**src/rtl/core/veu_pkg.sv**
```systemverilog
`timescale 1ns / 1ps
`default_nettype none

package veu_pkg;

	// Parse phases, one per kind of word expected next
	typedef enum logic [3:0] {
		PH_LEAD    = 4'd0,
		PH_F_HDR   = 4'd1,
		PH_F_GEO   = 4'd2,
		PH_F_EMPTY = 4'd3,
		PH_F_VAL   = 4'd4,
		PH_F_CHAN  = 4'd5,
		PH_F_SKIP  = 4'd6,
		PH_F_TRL   = 4'd7,
		PH_S_HDR   = 4'd8,
		PH_S_ID    = 4'd9,
		PH_S_EMPTY = 4'd10,
		PH_S_VAL   = 4'd11,
		PH_S_CHAN  = 4'd12,
		PH_S_SKIP  = 4'd13,
		PH_S_TRL   = 4'd14,
		PH_TAIL    = 4'd15
	} phase_t;

	// Register indexes of the configuration port
	typedef enum logic [1:0] {
		REG_FIRST_COUNT  = 2'd0,
		REG_SECOND_COUNT = 2'd1,
		REG_FIRST_ADDRS  = 2'd2,
		REG_SECOND_IDS   = 2'd3
	} reg_idx_t;

	localparam logic [15:0] EMPTY_WORD     = 16'hffff;
	localparam logic [12:0] TRAILER_WORDS  = 13'd4;
	localparam int unsigned FIRST_ADDR_W   = 5;
	localparam int unsigned SECOND_ID_W    = 8;
	localparam int unsigned RES_FIFO_DEPTH = 4;

	localparam logic [1:0] FLAG_CLEAN = 2'd0;
	localparam logic [1:0] FLAG_STRAY = 2'd1;
	localparam logic [1:0] FLAG_SHORT = 2'd2;

	localparam logic KIND_HIT     = 1'b0;
	localparam logic KIND_SUMMARY = 1'b1;

	typedef struct packed {
		logic [3:0]  first_count;
		logic [3:0]  second_count;
		logic [59:0] first_addrs;
		logic [63:0] second_ids;
	} cfg_t;

	typedef struct packed {
		logic        item_kind;
		logic [3:0]  bank;
		logic [7:0]  module_address;
		logic [4:0]  channel;
		logic [11:0] sample_value;
		logic [1:0]  event_flag;
		logic        last_of_run;
	} result_t;

	// Up to two results written into the result queue in one cycle
	typedef struct packed {
		logic [1:0] count;
		result_t    e0;
		result_t    e1;
	} push_t;

	typedef struct packed {
		logic       hit;
		logic [3:0] bank;
	} bank_map_t;

	function automatic bank_map_t bank_of(input logic [7:0] addr);
		bank_map_t r;
		r.hit  = 1'b1;
		r.bank = 4'd0;
		if (addr >= 8'd2 && addr <= 8'd8) begin
			r.bank = 4'(addr - 8'd2);
		end else if (addr >= 8'd10 && addr <= 8'd13) begin
			r.bank = 4'(addr - 8'd3);
		end else if (addr == 8'd14) begin
			r.bank = 4'd11;
		end else if (addr == 8'd16) begin
			r.bank = 4'd12;
		end else begin
			r.hit = 1'b0;
		end
		return r;
	endfunction

endpackage

`default_nettype wire

```
**src/rtl/core/veu_channels.sv**
```systemverilog
`timescale 1ns / 1ps
`default_nettype none

interface veu_word_if;
	logic        valid;
	logic        ready;
	logic [15:0] data_word;
	logic        end_of_body;

	modport source (output valid, output data_word, output end_of_body, input ready);
	modport sink   (input valid, input data_word, input end_of_body, output ready);
endinterface

interface veu_result_if;
	logic        valid;
	logic        ready;
	logic        item_kind;
	logic [3:0]  bank;
	logic [7:0]  module_address;
	logic [4:0]  channel;
	logic [11:0] sample_value;
	logic [1:0]  event_flag;
	logic        last_of_run;

	modport source (
		output valid, output item_kind, output bank, output module_address,
		output channel, output sample_value, output event_flag, output last_of_run,
		input ready
	);
	modport sink (
		input valid, input item_kind, input bank, input module_address,
		input channel, input sample_value, input event_flag, input last_of_run,
		output ready
	);
endinterface

`default_nettype wire

```
**src/rtl/core/vme_event_word_unpacker_core.sv**
```systemverilog
`timescale 1ns / 1ps
`default_nettype none

// Channel   Dir  Transfer                      Payload
// words     in   valid && ready                data_word[15:0], end_of_body
// results   out  valid && ready                hit record or end-of-event summary
// APB       in   psel && penable && pwrite     4 x 64-bit registers at 8*index
//
// One body word is taken per cycle unless intake stalls; it waits in the input
// register, where the phase decode runs, and its results land in a four-entry
// result queue. A word gives at most two results (a hit and a summary); the queue
// drains at most one per cycle, so a run of summaries behind hits slows intake to
// the output rate. words.ready drops only while the queue holds over two results.
// arst_n clears the registers, the parse state and the queue; no clearing pass.
module vme_event_word_unpacker_core #(
	parameter int unsigned MAX_FIRST_SLOTS  = 12,
	parameter int unsigned MAX_SECOND_SLOTS = 8
) (
	input  wire logic         clk,
	input  wire logic         arst_n,
	veu_word_if.sink          words,
	veu_result_if.source      results,
	input  wire logic         psel,
	input  wire logic         penable,
	input  wire logic         pwrite,
	input  wire logic [4:0]   paddr,
	input  wire logic [63:0]  pwdata,
	output logic [63:0]       prdata,
	output logic              pready
);

	veu_pkg::cfg_t    cfg;
	veu_pkg::push_t   push;
	veu_pkg::result_t head;
	logic             room;
	logic [$clog2(veu_pkg::RES_FIFO_DEPTH):0] fill;

	// Configuration registers, read live by the parser
	veu_cfg_regs u_regs (
		.clk     (clk),
		.arst_n  (arst_n),
		.psel    (psel),
		.penable (penable),
		.pwrite  (pwrite),
		.paddr   (paddr),
		.pwdata  (pwdata),
		.prdata  (prdata),
		.pready  (pready),
		.cfg     (cfg)
	);

	// Hold each word in the input register, decode it against the parse phase
	veu_parser #(
		.MAX_FIRST_SLOTS  (MAX_FIRST_SLOTS),
		.MAX_SECOND_SLOTS (MAX_SECOND_SLOTS)
	) u_parser (
		.clk      (clk),
		.arst_n   (arst_n),
		.cfg      (cfg),
		.in_valid (words.valid),
		.in_word  (words.data_word),
		.in_end   (words.end_of_body),
		.in_ready (words.ready),
		.room     (room),
		.push     (push)
	);

	// Queue the results so intake keeps going while the sink stalls
	veu_result_fifo u_fifo (
		.clk       (clk),
		.arst_n    (arst_n),
		.push      (push),
		.room      (room),
		.out_valid (results.valid),
		.out_ready (results.ready),
		.out_res   (head),
		.fill      (fill)
	);

	assign results.item_kind      = head.item_kind;
	assign results.bank           = head.bank;
	assign results.module_address = head.module_address;
	assign results.channel        = head.channel;
	assign results.sample_value   = head.sample_value;
	assign results.event_flag     = head.event_flag;
	assign results.last_of_run    = head.last_of_run;

	// Intake stalls only behind queued results
	a_stall_has_backlog: assert property (@(posedge clk) disable iff (!arst_n)
		!words.ready |-> results.valid)
		else $error("word intake stalled with an empty result queue");

	// The queue never holds more than its depth
	a_fill_bound: assert property (@(posedge clk) disable iff (!arst_n)
		fill <= ($clog2(veu_pkg::RES_FIFO_DEPTH) + 1)'(veu_pkg::RES_FIFO_DEPTH))
		else $error("result queue overfilled");

	// A summary always closes the results of its word
	a_summary_last: assert property (@(posedge clk) disable iff (!arst_n)
		results.valid && results.item_kind == veu_pkg::KIND_SUMMARY |-> results.last_of_run)
		else $error("summary without last_of_run");

	// Hit records carry no event flag
	a_hit_clean: assert property (@(posedge clk) disable iff (!arst_n)
		results.valid && results.item_kind == veu_pkg::KIND_HIT
		|-> results.event_flag == veu_pkg::FLAG_CLEAN)
		else $error("hit record with an event flag");

endmodule

`default_nettype wire

```
**src/rtl/core/veu_cfg_regs.sv**
```systemverilog
`timescale 1ns / 1ps
`default_nettype none

module veu_cfg_regs (
	input  wire logic           clk,
	input  wire logic           arst_n,
	input  wire logic           psel,
	input  wire logic           penable,
	input  wire logic           pwrite,
	input  wire logic [4:0]     paddr,
	input  wire logic [63:0]    pwdata,
	output logic [63:0]         prdata,
	output logic                pready,
	output veu_pkg::cfg_t       cfg
);

	veu_pkg::cfg_t    cfg_q;
	veu_pkg::reg_idx_t idx;
	logic             wr_en;

	assign idx    = veu_pkg::reg_idx_t'(paddr[4:3]);
	assign pready = 1'b1;
	assign wr_en  = psel && penable && pwrite && pready;
	assign cfg    = cfg_q;

	always_ff @(posedge clk or negedge arst_n) begin
		if (!arst_n) begin
			cfg_q <= '0;
		end else if (wr_en) begin
			unique case (idx)
				veu_pkg::REG_FIRST_COUNT:  cfg_q.first_count  <= pwdata[3:0];
				veu_pkg::REG_SECOND_COUNT: cfg_q.second_count <= pwdata[3:0];
				veu_pkg::REG_FIRST_ADDRS:  cfg_q.first_addrs  <= pwdata[59:0];
				veu_pkg::REG_SECOND_IDS:   cfg_q.second_ids   <= pwdata;
				default: ;
			endcase
		end
	end

	always_comb begin
		unique case (idx)
			veu_pkg::REG_FIRST_COUNT:  prdata = {60'd0, cfg_q.first_count};
			veu_pkg::REG_SECOND_COUNT: prdata = {60'd0, cfg_q.second_count};
			veu_pkg::REG_FIRST_ADDRS:  prdata = {4'd0, cfg_q.first_addrs};
			veu_pkg::REG_SECOND_IDS:   prdata = cfg_q.second_ids;
			default:                   prdata = '0;
		endcase
	end

endmodule

`default_nettype wire

```
**src/rtl/core/veu_parser.sv**
```systemverilog
`timescale 1ns / 1ps
`default_nettype none

module veu_parser #(
	parameter int unsigned MAX_FIRST_SLOTS  = 12,
	parameter int unsigned MAX_SECOND_SLOTS = 8
) (
	input  wire logic          clk,
	input  wire logic          arst_n,
	input  wire veu_pkg::cfg_t cfg,
	input  wire logic          in_valid,
	input  wire logic [15:0]   in_word,
	input  wire logic          in_end,
	output logic               in_ready,
	input  wire logic          room,
	output veu_pkg::push_t     push
);

	localparam logic [3:0] MaxFirst  = 4'(MAX_FIRST_SLOTS);
	localparam logic [3:0] MaxSecond = 4'(MAX_SECOND_SLOTS);

	// Input register
	logic        valid_s1;
	logic [15:0] word_s1;
	logic        end_s1;
	logic        advance;

	// Parse state
	veu_pkg::phase_t phase_q, phase_nxt;
	logic [3:0]      slot_q, slot_nxt;
	logic [12:0]     wrem_q, wrem_nxt;
	logic [11:0]     held_q, held_nxt;
	logic [7:0]      addr_q, addr_nxt;
	logic [1:0]      flag_q, flag_nxt;

	logic [3:0]  n_first, n_second;
	logic [4:0]  exp_first;
	logic [7:0]  exp_second;
	logic [12:0] wrem_dec;
	logic [12:0] sec_words;
	logic [3:0]  slot_inc;
	veu_pkg::bank_map_t map;
	veu_pkg::result_t   hit_res, sum_res;
	logic               hit_v;

	assign advance  = valid_s1 && room;
	assign in_ready = !valid_s1 || room;

	always_ff @(posedge clk or negedge arst_n) begin
		if (!arst_n) begin
			valid_s1 <= 1'b0;
		end else if (in_ready) begin
			valid_s1 <= in_valid;
		end
	end

	always_ff @(posedge clk) begin
		if (in_ready && in_valid) begin
			word_s1 <= in_word;
			end_s1  <= in_end;
		end
	end

	assign n_first  = (cfg.first_count > MaxFirst) ? MaxFirst : cfg.first_count;
	assign n_second = (cfg.second_count > MaxSecond) ? MaxSecond : cfg.second_count;
	assign wrem_dec = wrem_q - 13'd1;
	assign slot_inc = slot_q + 4'd1;
	assign sec_words = {word_s1[11:0], 1'b0};

	always_comb begin
		exp_first = '0;
		for (int i = 0; i < MAX_FIRST_SLOTS; i++) begin
			if (slot_q == 4'(i)) begin
				exp_first = cfg.first_addrs[i*veu_pkg::FIRST_ADDR_W +: veu_pkg::FIRST_ADDR_W];
			end
		end
	end

	always_comb begin
		exp_second = '0;
		for (int i = 0; i < MAX_SECOND_SLOTS; i++) begin
			if (slot_q == 4'(i)) begin
				exp_second = cfg.second_ids[i*veu_pkg::SECOND_ID_W +: veu_pkg::SECOND_ID_W];
			end
		end
	end

	// Next state
	always_comb begin
		phase_nxt = phase_q;
		slot_nxt  = slot_q;
		wrem_nxt  = wrem_q;
		held_nxt  = held_q;
		addr_nxt  = addr_q;
		flag_nxt  = flag_q;
		unique case (phase_q)
			veu_pkg::PH_LEAD, veu_pkg::PH_F_EMPTY: begin
				if (phase_q == veu_pkg::PH_LEAD ? (n_first != 4'd0) : (slot_inc < n_first)) begin
					phase_nxt = veu_pkg::PH_F_HDR;
					slot_nxt  = (phase_q == veu_pkg::PH_LEAD) ? 4'd0 : slot_inc;
				end else if (n_second != 4'd0) begin
					phase_nxt = veu_pkg::PH_S_HDR;
					slot_nxt  = 4'd0;
				end else begin
					phase_nxt = veu_pkg::PH_TAIL;
				end
			end
			veu_pkg::PH_F_HDR: begin
				if (word_s1 == veu_pkg::EMPTY_WORD) begin
					phase_nxt = veu_pkg::PH_F_EMPTY;
				end else begin
					wrem_nxt  = {4'd0, word_s1[15:8], 1'b0};
					phase_nxt = veu_pkg::PH_F_GEO;
				end
			end
			veu_pkg::PH_F_GEO: begin
				addr_nxt = {3'd0, word_s1[15:11]};
				if (wrem_q == 13'd0) begin
					wrem_nxt  = veu_pkg::TRAILER_WORDS;
					phase_nxt = veu_pkg::PH_F_TRL;
				end else begin
					phase_nxt = (word_s1[15:11] == exp_first) ? veu_pkg::PH_F_VAL
						: veu_pkg::PH_F_SKIP;
				end
			end
			veu_pkg::PH_F_VAL, veu_pkg::PH_S_VAL: begin
				held_nxt = word_s1[11:0];
				wrem_nxt = wrem_dec;
				if (wrem_dec == 13'd0) begin
					wrem_nxt  = veu_pkg::TRAILER_WORDS;
					phase_nxt = (phase_q == veu_pkg::PH_F_VAL) ? veu_pkg::PH_F_TRL
						: veu_pkg::PH_S_TRL;
				end else begin
					phase_nxt = (phase_q == veu_pkg::PH_F_VAL) ? veu_pkg::PH_F_CHAN
						: veu_pkg::PH_S_CHAN;
				end
			end
			veu_pkg::PH_F_CHAN, veu_pkg::PH_S_CHAN: begin
				wrem_nxt = wrem_dec;
				if (wrem_dec == 13'd0) begin
					wrem_nxt  = veu_pkg::TRAILER_WORDS;
					phase_nxt = (phase_q == veu_pkg::PH_F_CHAN) ? veu_pkg::PH_F_TRL
						: veu_pkg::PH_S_TRL;
				end else begin
					phase_nxt = (phase_q == veu_pkg::PH_F_CHAN) ? veu_pkg::PH_F_VAL
						: veu_pkg::PH_S_VAL;
				end
			end
			veu_pkg::PH_F_SKIP, veu_pkg::PH_S_SKIP: begin
				wrem_nxt = wrem_dec;
				if (wrem_dec == 13'd0) begin
					wrem_nxt  = veu_pkg::TRAILER_WORDS;
					phase_nxt = (phase_q == veu_pkg::PH_F_SKIP) ? veu_pkg::PH_F_TRL
						: veu_pkg::PH_S_TRL;
				end
			end
			veu_pkg::PH_F_TRL: begin
				wrem_nxt = wrem_dec;
				if (wrem_dec == 13'd0) begin
					if (slot_inc < n_first) begin
						phase_nxt = veu_pkg::PH_F_HDR;
						slot_nxt  = slot_inc;
					end else if (n_second != 4'd0) begin
						phase_nxt = veu_pkg::PH_S_HDR;
						slot_nxt  = 4'd0;
					end else begin
						phase_nxt = veu_pkg::PH_TAIL;
					end
				end
			end
			veu_pkg::PH_S_HDR: begin
				if (word_s1 == veu_pkg::EMPTY_WORD) begin
					phase_nxt = veu_pkg::PH_S_EMPTY;
				end else begin
					wrem_nxt  = (sec_words >= 13'd2) ? sec_words - 13'd2 : 13'd0;
					phase_nxt = veu_pkg::PH_S_ID;
				end
			end
			veu_pkg::PH_S_ID: begin
				addr_nxt = word_s1[7:0];
				if (wrem_q == 13'd0) begin
					wrem_nxt  = veu_pkg::TRAILER_WORDS;
					phase_nxt = veu_pkg::PH_S_TRL;
				end else begin
					phase_nxt = (word_s1[7:0] == exp_second) ? veu_pkg::PH_S_VAL
						: veu_pkg::PH_S_SKIP;
				end
			end
			veu_pkg::PH_S_TRL, veu_pkg::PH_S_EMPTY: begin
				wrem_nxt = (phase_q == veu_pkg::PH_S_TRL) ? wrem_dec : wrem_q;
				if (phase_q == veu_pkg::PH_S_EMPTY || wrem_dec == 13'd0) begin
					if (slot_inc < n_second) begin
						phase_nxt = veu_pkg::PH_S_HDR;
						slot_nxt  = slot_inc;
					end else begin
						phase_nxt = veu_pkg::PH_TAIL;
					end
				end
			end
			veu_pkg::PH_TAIL: begin
				if (word_s1 != veu_pkg::EMPTY_WORD) begin
					flag_nxt = veu_pkg::FLAG_STRAY;
				end
			end
			default: ;
		endcase
	end

	// Results
	assign map = veu_pkg::bank_of(addr_q);

	always_comb begin
		hit_v = (phase_q == veu_pkg::PH_F_CHAN || phase_q == veu_pkg::PH_S_CHAN) && map.hit;

		hit_res                = '0;
		hit_res.item_kind      = veu_pkg::KIND_HIT;
		hit_res.bank           = map.bank;
		hit_res.module_address = addr_q;
		hit_res.channel        = word_s1[4:0];
		hit_res.sample_value   = held_q;
		hit_res.event_flag     = veu_pkg::FLAG_CLEAN;
		hit_res.last_of_run    = !end_s1;

		sum_res             = '0;
		sum_res.item_kind   = veu_pkg::KIND_SUMMARY;
		sum_res.event_flag  = (phase_nxt != veu_pkg::PH_TAIL) ? veu_pkg::FLAG_SHORT : flag_nxt;
		sum_res.last_of_run = 1'b1;

		push.e0    = hit_v ? hit_res : sum_res;
		push.e1    = sum_res;
		push.count = advance ? (2'(hit_v) + 2'(end_s1)) : 2'd0;
	end

	always_ff @(posedge clk or negedge arst_n) begin
		if (!arst_n) begin
			phase_q <= veu_pkg::PH_LEAD;
			slot_q  <= '0;
			wrem_q  <= '0;
			held_q  <= '0;
			addr_q  <= '0;
			flag_q  <= veu_pkg::FLAG_CLEAN;
		end else if (advance) begin
			if (end_s1) begin
				phase_q <= veu_pkg::PH_LEAD;
				slot_q  <= '0;
				wrem_q  <= '0;
				held_q  <= '0;
				addr_q  <= '0;
				flag_q  <= veu_pkg::FLAG_CLEAN;
			end else begin
				phase_q <= phase_nxt;
				slot_q  <= slot_nxt;
				wrem_q  <= wrem_nxt;
				held_q  <= held_nxt;
				addr_q  <= addr_nxt;
				flag_q  <= flag_nxt;
			end
		end
	end

endmodule

`default_nettype wire

```
**src/rtl/core/veu_result_fifo.sv**
```systemverilog
`timescale 1ns / 1ps
`default_nettype none

module veu_result_fifo (
	input  wire logic             clk,
	input  wire logic             arst_n,
	input  wire veu_pkg::push_t   push,
	output logic                  room,
	output logic                  out_valid,
	input  wire logic             out_ready,
	output veu_pkg::result_t      out_res,
	output logic [$clog2(veu_pkg::RES_FIFO_DEPTH):0] fill
);

	localparam int unsigned Depth = veu_pkg::RES_FIFO_DEPTH;
	localparam int unsigned PtrW  = $clog2(Depth);

	veu_pkg::result_t mem_q [Depth];
	logic [PtrW-1:0]  rptr_q, wptr_q, wptr_p1;
	logic [PtrW:0]    fill_q;
	logic             pop;

	assign pop       = out_valid && out_ready;
	assign out_valid = fill_q != '0;
	assign out_res   = mem_q[rptr_q];
	// two free entries whatever the sink does this cycle
	assign room      = fill_q <= (PtrW+1)'(Depth - 2);
	assign fill      = fill_q;
	assign wptr_p1   = wptr_q + PtrW'(1);

	always_ff @(posedge clk) begin
		if (push.count != 2'd0) begin
			mem_q[wptr_q] <= push.e0;
		end
		if (push.count == 2'd2) begin
			mem_q[wptr_p1] <= push.e1;
		end
	end

	always_ff @(posedge clk or negedge arst_n) begin
		if (!arst_n) begin
			rptr_q <= '0;
			wptr_q <= '0;
			fill_q <= '0;
		end else begin
			wptr_q <= wptr_q + PtrW'(push.count);
			rptr_q <= rptr_q + PtrW'(pop);
			fill_q <= fill_q + (PtrW+1)'(push.count) - (PtrW+1)'(pop);
		end
	end

endmodule

`default_nettype wire

```
**src/flat_wrapper.sv**
```systemverilog
// flat-port wrapper written by rule: the top's interface ports become plain ports
module vme_event_word_unpacker_core_flat 
#(
	parameter int unsigned MAX_FIRST_SLOTS  = 12,
	parameter int unsigned MAX_SECOND_SLOTS = 8
)
  (clk, arst_n, psel, penable, pwrite, paddr, pwdata, prdata, pready, words_valid, words_data_word, words_end_of_body, words_ready, results_valid, results_item_kind, results_bank, results_module_address, results_channel, results_sample_value, results_event_flag, results_last_of_run, results_ready);
  veu_word_if words_i ();
  veu_result_if results_i ();
  input  wire logic clk;
  input  wire logic arst_n;
  input  wire logic psel;
  input  wire logic penable;
  input  wire logic pwrite;
  input  wire logic [4:0] paddr;
  input  wire logic [63:0] pwdata;
  output logic [63:0] prdata;
  output logic pready;
  input wire logic [$bits(words_i.valid)-1:0] words_valid;
  input wire logic [$bits(words_i.data_word)-1:0] words_data_word;
  input wire logic [$bits(words_i.end_of_body)-1:0] words_end_of_body;
  output wire logic [$bits(words_i.ready)-1:0] words_ready;
  output wire logic [$bits(results_i.valid)-1:0] results_valid;
  output wire logic [$bits(results_i.item_kind)-1:0] results_item_kind;
  output wire logic [$bits(results_i.bank)-1:0] results_bank;
  output wire logic [$bits(results_i.module_address)-1:0] results_module_address;
  output wire logic [$bits(results_i.channel)-1:0] results_channel;
  output wire logic [$bits(results_i.sample_value)-1:0] results_sample_value;
  output wire logic [$bits(results_i.event_flag)-1:0] results_event_flag;
  output wire logic [$bits(results_i.last_of_run)-1:0] results_last_of_run;
  input wire logic [$bits(results_i.ready)-1:0] results_ready;
  assign words_i.valid = words_valid;
  assign words_i.data_word = words_data_word;
  assign words_i.end_of_body = words_end_of_body;
  assign words_ready = words_i.ready;
  assign results_valid = results_i.valid;
  assign results_item_kind = results_i.item_kind;
  assign results_bank = results_i.bank;
  assign results_module_address = results_i.module_address;
  assign results_channel = results_i.channel;
  assign results_sample_value = results_i.sample_value;
  assign results_event_flag = results_i.event_flag;
  assign results_last_of_run = results_i.last_of_run;
  assign results_i.ready = results_ready;
  vme_event_word_unpacker_core #(.MAX_FIRST_SLOTS(MAX_FIRST_SLOTS), .MAX_SECOND_SLOTS(MAX_SECOND_SLOTS)) u_core (.clk(clk), .arst_n(arst_n), .words(words_i), .results(results_i), .psel(psel), .penable(penable), .pwrite(pwrite), .paddr(paddr), .pwdata(pwdata), .prdata(prdata), .pready(pready));
endmodule
```
**config.mk**
```make
export PLATFORM = sky130hd
export DESIGN_NAME = vme_event_word_unpacker_core_flat
export DESIGN_NICKNAME = d
export VERILOG_FILES = /design/src/rtl/core/veu_pkg.sv /design/src/rtl/core/veu_channels.sv /design/src/rtl/core/vme_event_word_unpacker_core.sv /design/src/rtl/core/veu_cfg_regs.sv /design/src/rtl/core/veu_parser.sv /design/src/rtl/core/veu_result_fifo.sv /design/src/flat_wrapper.sv
export SDC_FILE = /design/constraint.sdc
export NUM_CORES = 1
export LEC_CHECK = 0
export BUFFER_PORTS_ARGS = -buffer_cell sky130_fd_sc_hd__buf_2
export CAP_MARGIN = 0
export CORE_MARGIN = 4
export CORE_UTILIZATION = 35
export CTS_BUF_LIST = sky130_fd_sc_hd__clkbuf_8
export DETAILED_ROUTE_END_ITERATION = 10
export PLACE_DENSITY = 0.63
export SETUP_SLACK_MARGIN = 0.2
export SYNTH_ARGS = -nofsm -noshare
export SYNTH_HDL_FRONTEND = slang
export SYNTH_SLANG_ARGS = --single-unit
```
**constraint.sdc**
```tcl
create_clock -name clk -period 5.2 [get_ports clk]
set_clock_uncertainty 0.15 [all_clocks]
set_input_delay 1.04 -clock clk [delete_from_list [all_inputs] [get_ports clk]]
set_output_delay 1.04 -clock clk [all_outputs]
set_load 0.02 [all_outputs]
```
==> results of run 1 <==
==> power by group through the flow <==
stage / clock network, mW / logic, mW / registers, mW
floorplan: 0 / 2.85 / 3.36
global route: 2.65 / 3.87 / 3.87
CTS: 2.55 / 3.54 / 3.78
detailed placement: 0 / 3.52 / 3.83
finish: 2.48 / 3.56 / 3.79
global placement: 0 / 3.46 / 3.80
==> state kept, by name (all words and copies together), names as in the netlist, 3 cells and up <==
register,flops
u_core.u_fifo.fill,3
u_core.u_fifo.mem_q,132
u_core.u_parser.addr_q,8
u_core.u_parser.held_q,12
u_core.u_parser.phase_q,4
u_core.u_parser.slot_q,4
u_core.u_parser.word_s1,16
u_core.u_parser.wrem_q,13
u_core.u_regs.cfg,132
==> layer usage <==
| metal | up-vias | global-route usage [%] | wire [um] |
|---|---|---|---|
| li1 | 6431 | - | - |
| met1 | 6969 | 25.1 | 22400 |
| met2 | 481 | 31.3 | 25300 |
| met3 | 81 | 2.88 | 2980 |
| met4 | 0 | 6.30 | 1490 |
| met5 | - | 0 | 0 |
==> stage by stage <==
stage               power [mW]  util, %  hold slack (ps)  setup slack, ps  cells
floorplan                 6.21        -              270             1410   1649
global placement          7.26     38.7              279             1040   2398
detailed placement        7.35     38.7              292              946   2398
CTS                       9.87     41.2              303              855   2503
global route              10.4     41.2              321              463   2503
finish                    9.83     41.2              304              822   2503
==> cell type report <==
cell class	count	area (um2)
Sequential cell	332	7810
Fill cell	4858	29000
Clock buffer	71	977
Tap cell	664	831
Inverter	55	206
Clock inverter	34	234
Multi-Input combinational cell	1128	9010
Timing Repair Buffer	219	1220
==> final timing paths <==
| check | from | to | slack (ps) | cells after the start |
|---|---|---|---|---|
| setup / recovery | u_core.u_parser.addr_q[2] | u_core.u_fifo.mem_q[0][11] | 820 | 13 |
| hold / removal | u_core.u_fifo.mem_q[3][25] | u_core.u_fifo.mem_q[3][25] | 300 | 1 |
| setup reg to reg | u_core.u_parser.addr_q[2] | u_core.u_fifo.mem_q[0][11] | 820 | 13 |
| hold reg to reg | u_core.u_fifo.mem_q[3][25] | u_core.u_fifo.mem_q[3][25] | 300 | 1 |
| max in group asynchronous | arst_n | u_core.u_regs.cfg[63] | 3580 | 2 |
| min in group asynchronous | arst_n | u_core.u_regs.cfg[43] | 320 | 1 |
==> cell families (layout without fill, tap and decap cells) <==
group	count (synthesis)	count (layout)	share of synthesized area, %
buffers and inverters	189	379	4.30
adder cells (fa/ha/maj)	33	33	2.40
multiplexers	228	228	16.6
AND/OR/NAND/NOR	436	436	13.5
other	1	1	0.0214
flip-flops	332	332	44.5
AO/OA/AOI/OAI	403	403	17.4
XOR/XNOR	27	27	1.35
==> synthesized netlist by cell type (6+ instances only) <==
cell and instances:
sky130_fd_sc_hd__a211o_1 11, sky130_fd_sc_hd__a211oi_1 11, sky130_fd_sc_hd__a21o_1 9, sky130_fd_sc_hd__a21oi_1 63, sky130_fd_sc_hd__a221o_1 12, sky130_fd_sc_hd__a221oi_1 11, sky130_fd_sc_hd__a22o_1 114, sky130_fd_sc_hd__a22oi_1 12
sky130_fd_sc_hd__a311oi_1 6, sky130_fd_sc_hd__a31oi_1 13, sky130_fd_sc_hd__and2_1 24, sky130_fd_sc_hd__and3_1 7, sky130_fd_sc_hd__buf_1 22, sky130_fd_sc_hd__buf_2 15, sky130_fd_sc_hd__clkbuf_1 93, sky130_fd_sc_hd__dfrtp_1 183
sky130_fd_sc_hd__dfxtp_1 124, sky130_fd_sc_hd__edfxtp_1 25, sky130_fd_sc_hd__ha_1 32, sky130_fd_sc_hd__inv_1 53, sky130_fd_sc_hd__mux2_2 128, sky130_fd_sc_hd__mux2i_1 63, sky130_fd_sc_hd__mux4_2 37, sky130_fd_sc_hd__nand2_1 113
sky130_fd_sc_hd__nand2b_1 23, sky130_fd_sc_hd__nand3_1 17, sky130_fd_sc_hd__nand3b_1 20, sky130_fd_sc_hd__nand4_1 6, sky130_fd_sc_hd__nor2_1 64, sky130_fd_sc_hd__nor2b_1 81, sky130_fd_sc_hd__nor3_1 19, sky130_fd_sc_hd__nor3b_1 13
sky130_fd_sc_hd__nor4_1 13, sky130_fd_sc_hd__o211ai_1 6, sky130_fd_sc_hd__o21ai_0 34, sky130_fd_sc_hd__o21ai_1 10, sky130_fd_sc_hd__o221ai_1 6, sky130_fd_sc_hd__o22ai_1 12, sky130_fd_sc_hd__o311a_1 6, sky130_fd_sc_hd__o31ai_1 18
sky130_fd_sc_hd__or3_1 10, sky130_fd_sc_hd__or4_1 7, sky130_fd_sc_hd__xnor2_1 15, sky130_fd_sc_hd__xor2_1 12
==> results.txt, run 1 <==
----------------------------------------------------
[Status]
  Result of the run ... finished, final reports clean

[Timing]
  Worst slew slack as a fraction of its limit ... 20.0%
  Share of the cycle needed by the critical path after routing ... 84.2%
  Count of final max-slew check failures ... 0
  Slew at the pin closest to its max-slew limit ... 1190 ps
  Summed negative setup slack over all endpoints ... 0 ps
  Final critical delay including setup and external delays ... 4380 ps
  RSZ-0062 raised after global routing ... false
  Final hold violation count ... 0
  Maximum clock frequency ... 228 MHz
  Final setup vio count ... 0

[Clock tree]
  Worst skew pair latency ... 660 ps
  Maximum buffer depth of the clock tree ... 3
  Number of H-tree branching levels ... 2
  Post-CTS Hold Fix Bufs ... 0
  # resized after CTS ... 0
  Clock tree from TritonCTS ... yes
  Post-CTS repair timing setup buffer count ... 0
  Clock sinks ... 332
  Library cell used as clock root buffer ... sky130_fd_sc_hd__clkbuf_8
  TritonCTS Buffers ... 57
  Clock-pin slew reported for the worst setup and hold paths after clock tree synthesis ... 60 ps

[Synth]
  Largest area contributor in the synthesized netlist ... sky130_fd_sc_hd__dfrtp_1
  Yosys warns ... 0
  Synth unique cells ... 84
  Synthesized cell area ... 0.0176 mm2
  Number of flip-flops and latches in the synthesized netlist ... 332
  Share of the yosys chip area belonging to registers ... 44.5%
  Average instance area after synthesis ... 10.6 um2
  Instance count of the mapped netlist ... 1649
  Portion of synthesized cell area occupied by the leading cell type ... 26.1%
  Cells taking the most area after synthesis ... sky130_fd_sc_hd__dfrtp_1, sky130_fd_sc_hd__dfxtp_1, sky130_fd_sc_hd__mux2_2, sky130_fd_sc_hd__a22o_1, sky130_fd_sc_hd__mux4_2
  Share of synthesized flip-flops with an asynchronous set or reset ... 55.1%
  Synthesized net count ... 1775
  Number of enable flip-flop cells after synthesis ... 25
  Commonest register cell after synthesis ... sky130_fd_sc_hd__dfrtp_1

[Routing]
  Routed length per instance ... 20.9 um
  Antenna-violating nets left ... 0
  Detailed router's first-iteration violation count ... 1287
  Via total after detailed routing ... 14000
  # DRC ... 0
  Mean number of vias per cell ... 5.58
  Total routed wirelength ... 52.2 mm
  Detailed-routing iteration count for the pre-antenna-repair pass ... 6

[Job]
  Max-Cap Viols ... 0

[Global routing]
  Wire length of the first global-routing pass ... 80.5 mm
  Total routing resource utilization after global routing ... 18.8%
  Via count of the first global-routing pass ... 13900
  Overflow left after global routing ... 0
  Number of antenna violations at the first check in global routing ... 0
  Pin count of the biggest net entering global routing ... 91

[Worst setup path]
  Kind of capture point of the worst setup path ... flop
  Largest incremental delay on the critical path ... 590 ps
  Crit path required time ... 5630 ps
  Maximum fanout count along the critical path ... 24
  Crit Path Category ... reg2reg
  Top Family by Delay on Critical Path ... compound AO/OA/AOI/OAI gates
  Critical Path Start Type ... flop
  Ordered cell list for the critical path ... inv_1, ha_1, a211o_1, o31ai_1, a21o_1, a211o_1, inv_1, ha_1, o21ai_0, nor3_1, a31oi_2, buf_4, a22o_1
  Crit path buffers/inverters ... 3
  Worst endpoint data arrival time ... 4810 ps
  Worst path slowest cell ... sky130_fd_sc_hd__dfrtp_1

[Power]
  Fraction of power spent switching nets ... 40.1%
  Part of the power in combinational logic ... 36.2%
  Worst voltage drop across the vdd grid ... 0.218 mV
  Switching power summed over all nets ... 3.94 mW
  Static leakage ... 8.69 nW
  Part of the power in the clock network ... 25.2%
  Power per cell area ... 484 mW/mm2
  Internal Dissipation ... 5.89 mW
  Share of total power in sequential cells ... 38.6%

[Hold path]
  Class of the tightest hold or removal check ... reg2reg

[Placement]
  Routability cong. ... 0.954
  Half-perimeter wire length after detailed placement ... 36.9 mm
  Number of port buffers ... 188
  Instance area at placement ... 0.0191 mm2

[Die]
  Area of the placeable core ... 0.0493 mm2
  Die X-Extent ... 232 um
  Die Area ... 0.0538 mm2
  Number of placement rows ... 81
  Count of pins on the block boundary ... 193
  Height of the die ... 232 um
  Starting density of the core ... 35.6%

[Cells and area]
  Inserted Diodes ... 0
  Share of cells above drive strength 1 ... 26.8%
  Finished Cell Area ... 0.0203 mm2
  Leading cell types in the layout, fill and taps excluded ... sky130_fd_sc_hd__buf_2, sky130_fd_sc_hd__dfrtp_1, sky130_fd_sc_hd__mux2_2
  Most frequent standard cell in the layout excluding fill and tap cells ... sky130_fd_sc_hd__buf_2
  Post-layout nets ... 1919
  Area overhead of the layout relative to synthesis ... 15.6%

----------------------------------------------------
No activity file was read; power rests on OpenSTA's default activity.
==> run 2: changes to the inputs <==
==> constraint.sdc (replaced) <==
create_clock -name clk -period 4.4 [get_ports clk]
set_clock_uncertainty 0.15 [all_clocks]
set_input_delay 0.88 -clock clk [delete_from_list [all_inputs] [get_ports clk]]
set_output_delay 0.88 -clock clk [all_outputs]
set_load 0.02 [all_outputs]
==> run 2 against run 1 <==
Against the previous run:
- clock power rose by 22%
- combinational power increased by 24%
- worst hold slack worse by 110 ps
==> results.txt, run 2 (synthesis gave the netlist of run 1 again) <==
----------------------------------------------------
[Global routing]
  Wire length of the first global-routing pass ... 80.3 mm (was 80.5 mm)
  Overflow left after global routing ... 0 (unchanged)
  Number of antenna violations at the first check in global routing ... 0 (unchanged)
  Total routing resource utilization after global routing ... 18.6% (was 18.8%)
  Pin count of the biggest net entering global routing ... 91 (unchanged)
  Via count of the first global-routing pass ... 13700 (was 13900)

[Worst setup path]
  Largest incremental delay on the critical path ... 450 ps (was 590 ps)
  Critical Path Start Type ... flop (unchanged)
  Worst endpoint data arrival time ... 4280 ps (was 4810 ps)
  Critical path launch point ... u_core.u_parser.slot_q[0] (was u_core.u_parser.addr_q[2])
  Ordered cell list for the critical path ... inv_1, ha_1, buf_4, nand3b_1, a221o_1, a311o_1, a222oi_1, o21ai_0, nor4b_2, o211ai_2, nand3_2, nor4b_1 (was inv_1, ha_1, a211o_1, o31ai_1, a21o_1, a211o_1, inv_1, ha_1, o21ai_0, nor3_1, a31oi_2, buf_4, a22o_1)
  Crit path required time ... 4670 ps (was 5630 ps)
  Maximum fanout count along the critical path ... 22 (was 24)
  Reg2reg start ... u_core.u_parser.slot_q[0] (was u_core.u_parser.addr_q[2])
  Worst path slowest cell ... sky130_fd_sc_hd__dfrtp_1 (unchanged)
  Crit Path Category ... reg2reg (unchanged)
  Kind of capture point of the worst setup path ... flop (unchanged)

[Timing]
  Final worst hold slack ... 195 ps (was 304 ps)
  Worst slew slack as a fraction of its limit ... 27.2% (was 20.0%)
  Share of the cycle needed by the critical path after routing ... 91.0% (was 84.2%)
  RSZ-0062 raised after global routing ... false (unchanged)
  Final critical-path setup slack ... 395 ps (was 822 ps)
  Summed negative setup slack over all endpoints ... 0 ps (unchanged)
  Count of final max-slew check failures ... 0 (unchanged)
  Final critical delay including setup and external delays ... 4010 ps (was 4380 ps)
  Final setup vio count ... 0 (unchanged)
  Maximum clock frequency ... 250 MHz (was 228 MHz)
  Final hold violation count ... 0 (unchanged)
  Slew at the pin closest to its max-slew limit ... 1090 ps (was 1190 ps)

[Cells and area]
  Share of cells above drive strength 1 ... 28.3% (was 26.8%)
  # fillers ... 4765 (was 4858)
  Finished Cell Area ... 0.0206 mm2 (was 0.0203 mm2)
  Final Core Density ... 41.8% (was 41.2%)
  Leading cell types in the layout, fill and taps excluded ... sky130_fd_sc_hd__buf_2, sky130_fd_sc_hd__dfrtp_1, sky130_fd_sc_hd__mux2_2 (unchanged)
  Number of standard cells in the final layout excluding fillers ... 2521 (was 2503)
  Post-layout nets ... 1943 (was 1919)
  Inserted Diodes ... 0 (unchanged)
  Area overhead of the layout relative to synthesis ... 17.2% (was 15.6%)
  Most frequent standard cell in the layout excluding fill and tap cells ... sky130_fd_sc_hd__buf_2 (unchanged)

[Placement]
  Routability cong. ... 0.962 (was 0.954)
  Setup slack at placement ... 386 ps (was 946 ps)
  Number of port buffers ... 188 (unchanged)
  Total instance count after detailed placement ... 2423 (was 2398)
  Half-perimeter wire length after detailed placement ... 37.0 mm (was 36.9 mm)
  Instance area at placement ... 0.0193 mm2 (was 0.0191 mm2)

[Clock tree]
  Post-CTS Hold Fix Bufs ... 0 (unchanged)
  Maximum buffer depth of the clock tree ... 3 (unchanged)
  Clock sinks ... 332 (unchanged)
  Number of H-tree branching levels ... 2 (unchanged)
  Library cell used as clock root buffer ... sky130_fd_sc_hd__clkbuf_8 (unchanged)
  # resized after CTS ... 0 (unchanged)
  Clock tree from TritonCTS ... yes (unchanged)
  Clock-pin slew reported for the worst setup and hold paths after clock tree synthesis ... 60 ps (about the same)
  TritonCTS Buffers ... 56 (was 57)
  Worst skew pair latency ... 630 ps (was 660 ps)
  Post-CTS repair timing setup buffer count ... 0 (unchanged)

[Die]
  Starting density of the core ... 35.6% (unchanged)
  Height of the die ... 232 um (unchanged)
  Die Area ... 0.0538 mm2 (unchanged)
  Count of pins on the block boundary ... 193 (unchanged)
  Die X-Extent ... 232 um (unchanged)
  Area of the placeable core ... 0.0493 mm2 (unchanged)
  Number of placement rows ... 81 (unchanged)

[Routing]
  # DRC ... 0 (unchanged)
  Detailed-routing iteration count for the pre-antenna-repair pass ... 6 (unchanged)
  Detailed router's first-iteration violation count ... 1257 (was 1287)
  Via total after detailed routing ... 14000 (about the same)
  Routed length per instance ... 20.4 um (was 20.9 um)
  Mean number of vias per cell ... 5.55 (was 5.58)
  Antenna-violating nets left ... 0 (unchanged)
  Total routed wirelength ... 51.5 mm (was 52.2 mm)

[Power]
  Static leakage ... 8.82 nW (was 8.69 nW)
  Power per cell area ... 574 mW/mm2 (was 484 mW/mm2)
  Worst voltage drop across the vdd grid ... 0.224 mV (was 0.218 mV)
  Overall power ... 11.8 mW (was 9.83 mW)

[Status]
  Result of the run ... finished, final reports clean (unchanged)

[Job]
  Max-Cap Viols ... 0 (unchanged)

[Hold path]
  Class of the tightest hold or removal check ... in2async (was reg2reg)

----------------------------------------------------
run 2: cell types whose count changed in the layout (fill, tap and decap cells not counted), sizes merged:
cell,previous run,this run
clkinv,5,9
inv,77,62
buf,219,244
clkbuf,71,79
clkinvlp,4,0
run 2: final cells by class:
class	count	area, um2	area share (%)
clock buffers	79	1090	5.29
inverters	55	206	1.00
repair buffers	244	1450	7.03
multi-input cells	1128	9020	43.9
flip-flops and latches	332	7810	38.0
well taps	664	831	4.04
clock inverters	19	160	0.779
run 2: critical path, delay by kind of cell, from the launching register on:
kind	cells	cell delay (ps)
AO/OA/AOI/OAI	5	1520
AND/OR/NAND/NOR	4	830
buffers and inverters	2	510
flip-flops	1	450
adder cells (fa/ha/maj)	1	340
run 2: layer usage:
metal	share of wire [%]	global-route usage (%)
met2	48	30.6
met4	3.0	5.94
met5	0	0
met3	5.9	2.96
met1	43	25.4
run 2: path summary, 6_finish.rpt:
check,to,slack [ps],cells past startpoint
max,u_core.u_fifo.mem_q[2][1],390,12
min,u_core.u_regs.cfg[121],190,1
max reg2reg,u_core.u_fifo.mem_q[2][1],390,12
min reg2reg,u_core.u_fifo.mem_q[1][27],310,1
max in group asynchronous,u_core.u_regs.cfg[13],2960,2
min in group clk,u_core.u_parser.word_s1[9],280,1
run 2: report_power, final:
part / internal [mW] / leakage, nW / switching (mW) / total (mW)
sequential: 3.61 / 3.52 / 0.764 / 4.38
clock: 1.76 / 0.684 / 1.27 / 3.02
combinational: 1.81 / 4.62 / 2.59 / 4.40
total: 7.18 / 8.82 / 4.62 / 11.8
